### config.mk
export PLATFORM = sky130hd
export DESIGN_NAME = hash_set_bucket_table
export DESIGN_NICKNAME = d
export VERILOG_FILES = /design/src/rtl/core/hsbt_pkg.sv /design/src/rtl/core/hsbt_ram.sv /design/src/rtl/core/hsbt_bucket_idx.sv /design/src/rtl/core/hsbt_way_match.sv /design/src/rtl/core/hash_set_bucket_table.sv
export SDC_FILE = /design/constraint.sdc
export NUM_CORES = 2
export LEC_CHECK = 0
export BUFFER_PORTS_ARGS = -buffer_cell sky130_fd_sc_hd__clkbuf_2
export CAP_MARGIN = 20
export CORE_ASPECT_RATIO = 1.1
export CORE_UTILIZATION = 55
export CTS_CLUSTER_DIAMETER = 30
export DETAILED_ROUTE_END_ITERATION = 7
export PLACE_DENSITY_LB_ADDON = 0.12
export SYNTH_ARGS = -nofsm -noshare
export SYNTH_HDL_FRONTEND = slang
export SYNTH_SLANG_ARGS = --single-unit
### constraint.sdc
create_clock -name clk -period 7.4 [get_ports clk]
set_input_delay 1.11 -clock clk [delete_from_list [all_inputs] [get_ports clk]]
set_output_delay 1.11 -clock clk [all_outputs]
set_load 0.02 [all_outputs]
### src/rtl/core/hsbt_pkg.sv
// ============================================================================
// hsbt_pkg: shared types and constants for the hash set bucket table
// Transaction payloads, action and status codes, and the match result that
// the way-match logic hands to the top level.
// ============================================================================
`timescale 1ns / 1ps
`default_nettype none

package hsbt_pkg;

  // Fixed widths of the transaction fields.
  localparam int IN_KEY_W = 32;
  localparam int COUNT_W  = 7;

  // Request codes. The unused code behaves as a membership test.
  typedef enum logic [1:0] {
    ACT_ADD  = 2'd0,
    ACT_DEL  = 2'd1,
    ACT_TEST = 2'd2
  } action_t;

  // Result status codes.
  typedef enum logic {
    ST_DONE = 1'b0,
    ST_FULL = 1'b1
  } status_t;

  // Input transaction.
  typedef struct packed {
    logic [1:0]          action;
    logic [IN_KEY_W-1:0] key;
  } in_t;

  // Result transaction.
  typedef struct packed {
    logic               found;
    logic [COUNT_W-1:0] count;
    logic               status;
  } out_t;

  // Outcome of one bucket lookup.
  typedef struct packed {
    logic    found;
    status_t status;
    logic    inc;
    logic    dec;
  } match_res_t;

endpackage

`default_nettype wire

### src/rtl/core/hsbt_ram.sv
// ============================================================================
// hsbt_ram: generic single-write, single-read RAM
// One write port and one read port, with the read data registered.
// ============================================================================
`timescale 1ns / 1ps
`default_nettype none

module hsbt_ram #(
  parameter int WIDTH = 8,
  parameter int DEPTH = 16
) (
  input  wire logic                     clk,
  input  wire logic                     we,
  input  wire logic [$clog2(DEPTH)-1:0] waddr,
  input  wire logic [WIDTH-1:0]         wdata,
  input  wire logic [$clog2(DEPTH)-1:0] raddr,
  output logic      [WIDTH-1:0]         rdata
);

  logic [WIDTH-1:0] mem [DEPTH];

  // Write port.
  always_ff @(posedge clk) begin
    if (we) begin
      mem[waddr] <= wdata;
    end
  end

  // Registered read port.
  always_ff @(posedge clk) begin
    rdata <= mem[raddr];
  end

endmodule

`default_nettype wire

### src/rtl/core/hsbt_bucket_idx.sv
// ============================================================================
// hsbt_bucket_idx: key to bucket mapping
// Computes key modulo NUM_BUCKETS as a reciprocal multiplication, split
// around the caller's product register, then a back-multiply and subtract.
// ============================================================================
`timescale 1ns / 1ps
`default_nettype none

module hsbt_bucket_idx #(
  parameter int NUM_BUCKETS = 16,
  parameter int KW          = 32
) (
  input  wire logic [KW-1:0]                   key_in,
  output logic      [2*KW+1:0]                 prod_out,
  input  wire logic [2*KW+1:0]                 prod_in,
  input  wire logic [KW-1:0]                   key_q,
  output logic      [$clog2(NUM_BUCKETS)-1:0]  bucket
);

  localparam int BKT_W  = $clog2(NUM_BUCKETS);
  localparam int MUL_W  = KW + 2;
  localparam int PROD_W = 2 * KW + 2;
  localparam int R_W    = KW + BKT_W + 1;
  // Rounded-up reciprocal; exact quotients for every key below 2**KW.
  localparam logic [63:0] RECIP_FULL =
    ((64'd1 << (KW + BKT_W)) + 64'(NUM_BUCKETS) - 64'd1) / 64'(NUM_BUCKETS);
  localparam logic [MUL_W-1:0] RECIP = RECIP_FULL[MUL_W-1:0];

  logic [PROD_W-1:0] shifted;
  logic [KW-1:0]     quot;
  logic [R_W-1:0]    back;
  logic [R_W-1:0]    rem;

  // First half: key times the reciprocal.
  assign prod_out = PROD_W'(key_in) * PROD_W'(RECIP);

  // Second half: quotient from the registered product, then the remainder.
  always_comb begin
    shifted = prod_in >> (KW + BKT_W);
    quot    = shifted[KW-1:0];
    back    = R_W'(quot) * R_W'(NUM_BUCKETS);
    rem     = R_W'(key_q) - back;
    bucket  = rem[BKT_W-1:0];
  end

endmodule

`default_nettype wire

### src/rtl/core/hsbt_way_match.sv
// ============================================================================
// hsbt_way_match: bucket row compare and update
// Compares all ways of one bucket row with the key at once and builds the
// row to write back for an add or a delete.
// ============================================================================
`timescale 1ns / 1ps
`default_nettype none

module hsbt_way_match #(
  parameter int WAYS = 4,
  parameter int KW   = 32
) (
  input  wire logic [1:0]         action,
  input  wire logic [KW-1:0]      key,
  input  wire logic [WAYS-1:0]    row_valid,
  input  wire logic [WAYS*KW-1:0] row_keys,
  output logic      [WAYS-1:0]    new_valid,
  output logic      [WAYS*KW-1:0] new_keys,
  output hsbt_pkg::match_res_t    res
);

  logic [WAYS-1:0] hit;
  logic [WAYS-1:0] free;
  logic [WAYS-1:0] hit_first;
  logic [WAYS-1:0] free_first;
  logic            any_hit;
  logic            any_free;

  // Parallel compare of every way, then lowest-index picks.
  always_comb begin
    for (int w = 0; w < WAYS; w++) begin
      hit[w]  = row_valid[w] && (row_keys[w*KW +: KW] == key);
      free[w] = !row_valid[w];
    end
    hit_first  = hit & (~hit + WAYS'(1));
    free_first = free & (~free + WAYS'(1));
    any_hit    = |hit;
    any_free   = |free;
  end

  // Row update and result for the requested action.
  always_comb begin
    new_valid  = row_valid;
    new_keys   = row_keys;
    res.found  = any_hit;
    res.status = hsbt_pkg::ST_DONE;
    res.inc    = 1'b0;
    res.dec    = 1'b0;
    case (action)
      hsbt_pkg::ACT_ADD: begin
        if (!any_hit) begin
          if (any_free) begin
            new_valid = row_valid | free_first;
            for (int w = 0; w < WAYS; w++) begin
              if (free_first[w]) begin
                new_keys[w*KW +: KW] = key;
              end
            end
            res.inc = 1'b1;
          end else begin
            res.status = hsbt_pkg::ST_FULL;
          end
        end
      end
      hsbt_pkg::ACT_DEL: begin
        if (any_hit) begin
          new_valid = row_valid & ~hit_first;
          res.dec   = 1'b1;
        end
      end
      default: begin
        // Membership test: the row is left as it is.
      end
    endcase
  end

endmodule

`default_nettype wire

### src/rtl/core/hash_set_bucket_table.sv
// ============================================================================
// hash_set_bucket_table: bucketed hash set of fixed-width keys
// Add, delete and membership requests on a table of NUM_BUCKETS rows of
// WAYS keys each, with a running count of stored keys.
// ============================================================================
//
//   Channel  Direction  Handshake         Payload
//   in_      input      in_valid/ready    hsbt_pkg::in_t  (action, key)
//   out_     output     out_valid/ready   hsbt_pkg::out_t (found, count, status)
//
// One transaction is accepted per cycle while in_ready is high; each request
// passes input register, reciprocal product, bucket row read and result stages.
// The bucket row memory has one read and one write port; a row written by
// one request is forwarded to a request for the same bucket right behind it.
// After reset a clearing pass zeroes every row, and no request is accepted
// until it ends. A stalled result holds the pipeline stages behind it, while
// empty stages keep filling.
`timescale 1ns / 1ps
`default_nettype none

module hash_set_bucket_table #(
  parameter int NUM_BUCKETS = 16,
  parameter int WAYS        = 4,
  parameter int KEY_BITS    = 32
) (
  input  wire logic           clk,
  input  wire logic           rst_n,
  input  wire logic           in_valid,
  output logic                in_ready,
  input  wire hsbt_pkg::in_t  in_data,
  output logic                out_valid,
  input  wire logic           out_ready,
  output hsbt_pkg::out_t      out_data
);

  localparam int KW     = (KEY_BITS < hsbt_pkg::IN_KEY_W) ? KEY_BITS : hsbt_pkg::IN_KEY_W;
  localparam int BKT_W  = $clog2(NUM_BUCKETS);
  localparam int SLOTS  = NUM_BUCKETS * WAYS;
  localparam int CNT_W  = $clog2(SLOTS + 1);
  localparam int ROW_W  = WAYS * (KW + 1);
  localparam int PROD_W = 2 * KW + 2;

  // Pipeline control.
  logic v0_r, v0_nxt;
  logic v1_r, v1_nxt;
  logic v2_r, v2_nxt;
  logic out_valid_r, out_valid_nxt;
  logic fwd2_r, fwd2_nxt;
  logic clr_busy_r, clr_busy_nxt;
  logic [BKT_W-1:0] clr_idx_r, clr_idx_nxt;
  logic [CNT_W-1:0] cnt_r, cnt_nxt;
  logic in_fire, ld1, ld2, adv2;

  // Pipeline payload.
  logic [1:0]        act0_r, act1_r, act2_r;
  logic [KW-1:0]     key0_r, key1_r, key2_r;
  logic [PROD_W-1:0] prod1_r;
  logic [PROD_W-1:0] prod0;
  logic [BKT_W-1:0]  bucket1;
  logic [BKT_W-1:0]  bucket2_r;
  logic [ROW_W-1:0]  fwd_row2_r;
  hsbt_pkg::out_t    out_data_r;

  // Row memory and way match.
  logic              ram_we;
  logic [BKT_W-1:0]  ram_waddr;
  logic [ROW_W-1:0]  ram_wdata;
  logic [BKT_W-1:0]  ram_raddr;
  logic [ROW_W-1:0]  ram_rdata;
  logic [ROW_W-1:0]  row_cur;
  logic [ROW_W-1:0]  row_new;
  logic [WAYS-1:0]   new_valid;
  logic [WAYS*KW-1:0] new_keys;
  hsbt_pkg::match_res_t mres;
  logic [CNT_W+hsbt_pkg::COUNT_W-1:0] cnt_ext;

  // Stage advance: each stage moves when the one ahead is free or moving.
  always_comb begin
    adv2     = v2_r && (!out_valid_r || out_ready);
    ld2      = v1_r && (!v2_r || adv2);
    ld1      = v0_r && (!v1_r || ld2);
    in_ready = !clr_busy_r && (!v0_r || ld1);
    in_fire  = in_valid && in_ready;
  end

  // Next state of the valid flags, forwarding flag and clearing pass.
  always_comb begin
    v0_nxt = in_fire ? 1'b1 : (ld1 ? 1'b0 : v0_r);
    v1_nxt = ld1 ? 1'b1 : (ld2 ? 1'b0 : v1_r);
    v2_nxt = ld2 ? 1'b1 : (adv2 ? 1'b0 : v2_r);
    out_valid_nxt = adv2 ? 1'b1 : (out_ready ? 1'b0 : out_valid_r);
    if (ld2) begin
      fwd2_nxt = adv2 && (bucket1 == bucket2_r);
    end else if (adv2) begin
      fwd2_nxt = 1'b0;
    end else begin
      fwd2_nxt = fwd2_r;
    end
    clr_busy_nxt = clr_busy_r;
    clr_idx_nxt  = clr_idx_r;
    if (clr_busy_r) begin
      clr_idx_nxt = clr_idx_r + BKT_W'(1);
      if (clr_idx_r == BKT_W'(NUM_BUCKETS - 1)) begin
        clr_busy_nxt = 1'b0;
      end
    end
  end

  // Stored key count.
  always_comb begin
    cnt_nxt = cnt_r;
    if (adv2) begin
      if (mres.inc) begin
        cnt_nxt = cnt_r + CNT_W'(1);
      end else if (mres.dec && (cnt_r != '0)) begin
        cnt_nxt = cnt_r - CNT_W'(1);
      end
    end
    cnt_ext = {{hsbt_pkg::COUNT_W{1'b0}}, cnt_nxt};
  end

  // Control registers.
  always_ff @(posedge clk) begin
    if (!rst_n) begin
      v0_r        <= 1'b0;
      v1_r        <= 1'b0;
      v2_r        <= 1'b0;
      out_valid_r <= 1'b0;
      fwd2_r      <= 1'b0;
      clr_busy_r  <= 1'b1;
      clr_idx_r   <= '0;
      cnt_r       <= '0;
    end else begin
      v0_r        <= v0_nxt;
      v1_r        <= v1_nxt;
      v2_r        <= v2_nxt;
      out_valid_r <= out_valid_nxt;
      fwd2_r      <= fwd2_nxt;
      clr_busy_r  <= clr_busy_nxt;
      clr_idx_r   <= clr_idx_nxt;
      cnt_r       <= cnt_nxt;
    end
  end

  // Payload registers along the pipeline.
  always_ff @(posedge clk) begin
    if (in_fire) begin
      act0_r <= in_data.action;
      key0_r <= in_data.key[KW-1:0];
    end
    if (ld1) begin
      act1_r  <= act0_r;
      key1_r  <= key0_r;
      prod1_r <= prod0;
    end
    if (ld2) begin
      act2_r     <= act1_r;
      key2_r     <= key1_r;
      bucket2_r  <= bucket1;
      fwd_row2_r <= row_new;
    end
    if (adv2) begin
      out_data_r.found  <= mres.found;
      out_data_r.count  <= cnt_ext[hsbt_pkg::COUNT_W-1:0];
      out_data_r.status <= mres.status;
    end
  end

  // Key to bucket index.
  hsbt_bucket_idx #(
    .NUM_BUCKETS (NUM_BUCKETS),
    .KW          (KW)
  ) u_bucket_idx (
    .key_in   (key0_r),
    .prod_out (prod0),
    .prod_in  (prod1_r),
    .key_q    (key1_r),
    .bucket   (bucket1)
  );

  // Row memory: the clearing pass owns the write port until it ends.
  always_comb begin
    ram_raddr = ld2 ? bucket1 : bucket2_r;
    ram_we    = clr_busy_r || adv2;
    ram_waddr = clr_busy_r ? clr_idx_r : bucket2_r;
    ram_wdata = clr_busy_r ? '0 : row_new;
  end

  hsbt_ram #(
    .WIDTH (ROW_W),
    .DEPTH (NUM_BUCKETS)
  ) u_row_ram (
    .clk   (clk),
    .we    (ram_we),
    .waddr (ram_waddr),
    .wdata (ram_wdata),
    .raddr (ram_raddr),
    .rdata (ram_rdata)
  );

  // The row under test, forwarded when the previous request just wrote it.
  assign row_cur = fwd2_r ? fwd_row2_r : ram_rdata;
  assign row_new = {new_keys, new_valid};

  hsbt_way_match #(
    .WAYS (WAYS),
    .KW   (KW)
  ) u_way_match (
    .action    (act2_r),
    .key       (key2_r),
    .row_valid (row_cur[WAYS-1:0]),
    .row_keys  (row_cur[ROW_W-1:WAYS]),
    .new_valid (new_valid),
    .new_keys  (new_keys),
    .res       (mres)
  );

  assign out_valid = out_valid_r;
  assign out_data  = out_data_r;

  // No request enters while the clearing pass runs.
  a_clear_blocks_input: assert property (@(posedge clk) disable iff (!rst_n)
    clr_busy_r |-> !in_ready)
    else $error("request accepted during clearing pass");

  // A rejected add never reports the key as present.
  a_full_not_found: assert property (@(posedge clk) disable iff (!rst_n)
    (out_valid_r && (out_data_r.status == hsbt_pkg::ST_FULL)) |-> !out_data_r.found)
    else $error("full status together with found");

  // A forwarded row only ever belongs to a live request.
  a_fwd_live: assert property (@(posedge clk) disable iff (!rst_n)
    fwd2_r |-> v2_r)
    else $error("forwarded row without a request in the row stage");

  // The count never exceeds the number of slots.
  a_count_bound: assert property (@(posedge clk) disable iff (!rst_n)
    cnt_r <= CNT_W'(SLOTS))
    else $error("stored count above table capacity");

endmodule

`default_nettype wire
==> flow_metrics.py <==
metrics = {
    "yosys": {
        "synth_nets": 7578,
        "ys_seq_area_share_pct": 74.2,
        "ys.flop_type": "edfxtp_1",
        "synth_area_leaders": "edfxtp_1 (71%), nand2_1 (8.1%), nand3_1 (5.4%), dfxtp_1 (3.1%), mux2_2 (2.6%)",
        "synth_edf_count": 2355,
        "synth_cells": 7536,
        "synth-seq-cells": 2508,
        "yosys_warnings": 0,
        "post-synth-top-area-fraction_pct": 71.1,
        "syn_area_um2": 99400,
        "synth_top_area_cell": "edfxtp_1",
        "synth_cell_types": 46,
        "avgSynthCellArea_um2": 13.2,
        "async_flop_share_pct": 0,
    },
    "power": {
        "switching_share_pct": 21.5,
        "internal_power_mw": 30.3,
        "p_total_mw": 38.6,
        "p_clk_share_pct": 54.7,
        "power_density_nw_per_um2": 326,
        "ir_drop_mv": 0.283,
        "combPwrFrac_pct": 4.1,
        "leakage_nw": 42.8,
        "pwr-share-seq_pct": 41.2,
        "switchingPower_mw": 8.31,
    },
    "cts": {
        "insertion_delay_ps": 1000,
        "holdBufCountCts": 0,
        "h-tree-depth": 5,
        "clockBufferDepth": 4,
        "postCtsSetupBuffers": 0,
        "clkTransAtPathRegs_ps": 50,
        "cts_tree": "done",
        "root_buffer": "clkbuf_16",
        "cts-resized-gates": 0,
        "cts_buffers": 463,
        "cts.sinks": 2508,
    },
    "worst_hold_path": {
        "hold-path-endpoint": "key0_r[3]",
        "hold_depth": 1,
        "hold_path_class": "input port to register",
        "holdCritStartpoint": "in_data[3]",
    },
    "final_layout": {
        "final_util_pct": 65.9,
        "layout.nets": 7722,
        "area_growth_pct": 19.0,
        "drive_gt1_share_pct": 15.0,
    },
    "global_route": {
        "grt_pass1_wl_um": 412000,
        "overflow": 0,
        "grt_pass1_vias": 62100,
        "grt_max_degree": 154,
        "antenna_found_initial": 4,
        "grt_util_all_layers_pct": 30.7,
    },
    "die": {
        "io_pins": 49,
        "fp.dieH_um": 448,
        "rows": 163,
        "core_area_um2": 179000,
        "dieWidth_um": 407,
        "start_util_pct": 55.4,
        "die-area_um2": 182000,
    },
    "sta": {
        "rsz0062_at_grt": "no",
        "min_period_ps": 6470,
        "slew-limit-headroom_pct": 18.2,
        "layout_setup_ws_ps": 932,
        "hold_viol": 0,
        "whs_ps": 314,
        "max_freq_mhz": 155,
        "final.setup.tns_ps": 0,
        "slew_viol_final": 0,
        "skew_ps": 81.0,
        "finalCritPeriodShare_pct": 87.4,
        "worstMarginPinSlew_ps": 1220,
        "setup_viol": 0,
    },
    "worst_setup_path": {
        "critPathLaunchType": "register",
        "reg2reg_to": "u_row_ram.mem[3][17]",
        "critPathArrivalTime_ps": 7050,
        "rr_startpoint": "fwd2_r",
        "worstPathRequired_ps": 7980,
        "path_class": "register to register",
        "rrSetupSlack_ps": 930,
        "r2r_cells": 12,
        "worstPathMaxFanout": 24,
        "end_kind": "register",
    },
    "routing": {
        "avgRoutedWirePerCell_um": 27.0,
        "dr_total_vias": 64200,
        "antenna_left": 0,
        "first_pass_iters": 6,
        "drc": 0,
        "drtIter0Drc": 7908,
        "via_per_inst": 6.13,
        "wl_um": 282000,
    },
    "place": {
        "place_congestion": 0.908,
        "place_ws_ps": 1080,
        "detailed_place_hpwl_um": 137000,
        "portBuffers": 48,
    },
    "outcome": {
        "status": "complete, no violations",
    },
    "run": {
        "cap_violations": 0,
    },
}
==> how the worst max path moves through the flow <==
stage                          from                    end
after detailed placement     fwd2_r  u_row_ram.mem[15][42]
after CTS                    fwd2_r  u_row_ram.mem[15][42]
after global placement       fwd2_r  u_row_ram.mem[12][42]
after global routing         fwd2_r   u_row_ram.mem[3][17]
after floorplan           out_ready    u_row_ram.mem[3][0]
final                        fwd2_r   u_row_ram.mem[3][17]
==> through the flow <==
step,area [um2],std cells
floorplan,99400,7536
global placement,102000,9596
detailed placement,102000,9598
CTS,118000,10500
global route,118000,10500
finish,118000,10500
==> layout by cell type (no fill, tap or decap), types with 49 or more instances in the layout <==
cell       Yosys  routed
clkbuf_16      0     470
edfxtp_1    2355    2355
xor2_1       123     123
clkinv_2       0      79
nand3_1     1072    1069
mux2_2       231     231
a31oi_1      139     139
bufinv_16      0      65
nor2_1        67      51
clkbuf_1     421      58
nor2b_1      123     122
dfxtp_1      153     151
nand2_1     2138    2138
nor4_1        49      49
a311oi_1     265     265
and3_1       136     136
buf_4         12     104
==> cell type report <==
cell class / count / area [um2]
clock buffer: 549 / 12300
sequential: 2508 / 73800
antenna: 1 / 2.50
tap: 2392 / 2990
multi-input combinational: 4497 / 23800
fill: 12600 / 61200
clock inverter: 303 / 3510
timing repair buffer: 194 / 1850
inverter: 16 / 90.1
==> flip-flops by register name (all words and copies together), names as in the netlist, 4 cells and up <==
register	cells
bucket2_r	4
clr_idx_r	4
cnt_r	7
fwd_row2_r	132
key0_r	32
key1_r	32
key2_r	32
out_data	9
u_row_ram.mem	2112
u_row_ram.rdata	132
==> cell usage after synthesis (12+ instances only) <==
| master | n |
|---|---|
| xor2_1 | 123 |
| buf_1 | 64 |
| xnor2_1 | 18 |
| nor3_1 | 18 |
| a211oi_1 | 13 |
| and3_1 | 136 |
| buf_2 | 18 |
| clkbuf_1 | 421 |
| inv_1 | 12 |
| dfxtp_1 | 153 |
| a311oi_1 | 265 |
| nor2b_1 | 123 |
| nor2_1 | 67 |
| buf_4 | 12 |
| nand4_1 | 14 |
| nand2_1 | 2138 |
| edfxtp_1 | 2355 |
| nand3_1 | 1072 |
| mux2_2 | 231 |
| a31oi_1 | 139 |
| mux2i_1 | 26 |
| a21oi_1 | 22 |
| nor4_1 | 49 |
==> layer usage <==
| layer | vias up | track usage, % | share of wire, % |
|---|---|---|---|
| met1 | 32200 | 42.2 | 40 |
| met2 | 3355 | 48.8 | 47 |
| met3 | 548 | 6.31 | 9.9 |
| met4 | 4 | 10.8 | 3.0 |
| met5 | - | 0 | 0.0081 |
| li1 | 28100 | - | - |
==> cell families after synthesis <==
kind of cell / Yosys count / synth area share, %
xor+xnor: 141 / 1.24
compound gates: 455 / 3.53
fa+ha+maj: 4 / 0.0503
flops: 2508 / 74.2
buf+inv: 531 / 2.07
simple gates: 3639 / 16.0
mux: 258 / 2.89
==> power by group through the flow <==
stage | logic, mW | clock network (mW) | registers, mW
floorplan | 0.913 | 0 | 16.2
global placement | 1.52 | 0 | 16.2
detailed placement | 1.53 | 0 | 16.2
CTS | 1.55 | 21.3 | 15.9
global route | 1.66 | 22.0 | 15.9
finish | 1.58 | 21.1 | 15.9
==> critical path, cell delays in order, from the launching register on <==
cell     delay, ps
dfxtp_4        710
buf_4          330
mux2_2         370
xor2_1         160
nor4_1         890
nand4_1        400
nor3_1         610
nor4_4         140
buf_4          250
nand3_2        390
buf_4          600
mux2_2         320
nor2b_1        850
(Power assumes the default switching activity.)
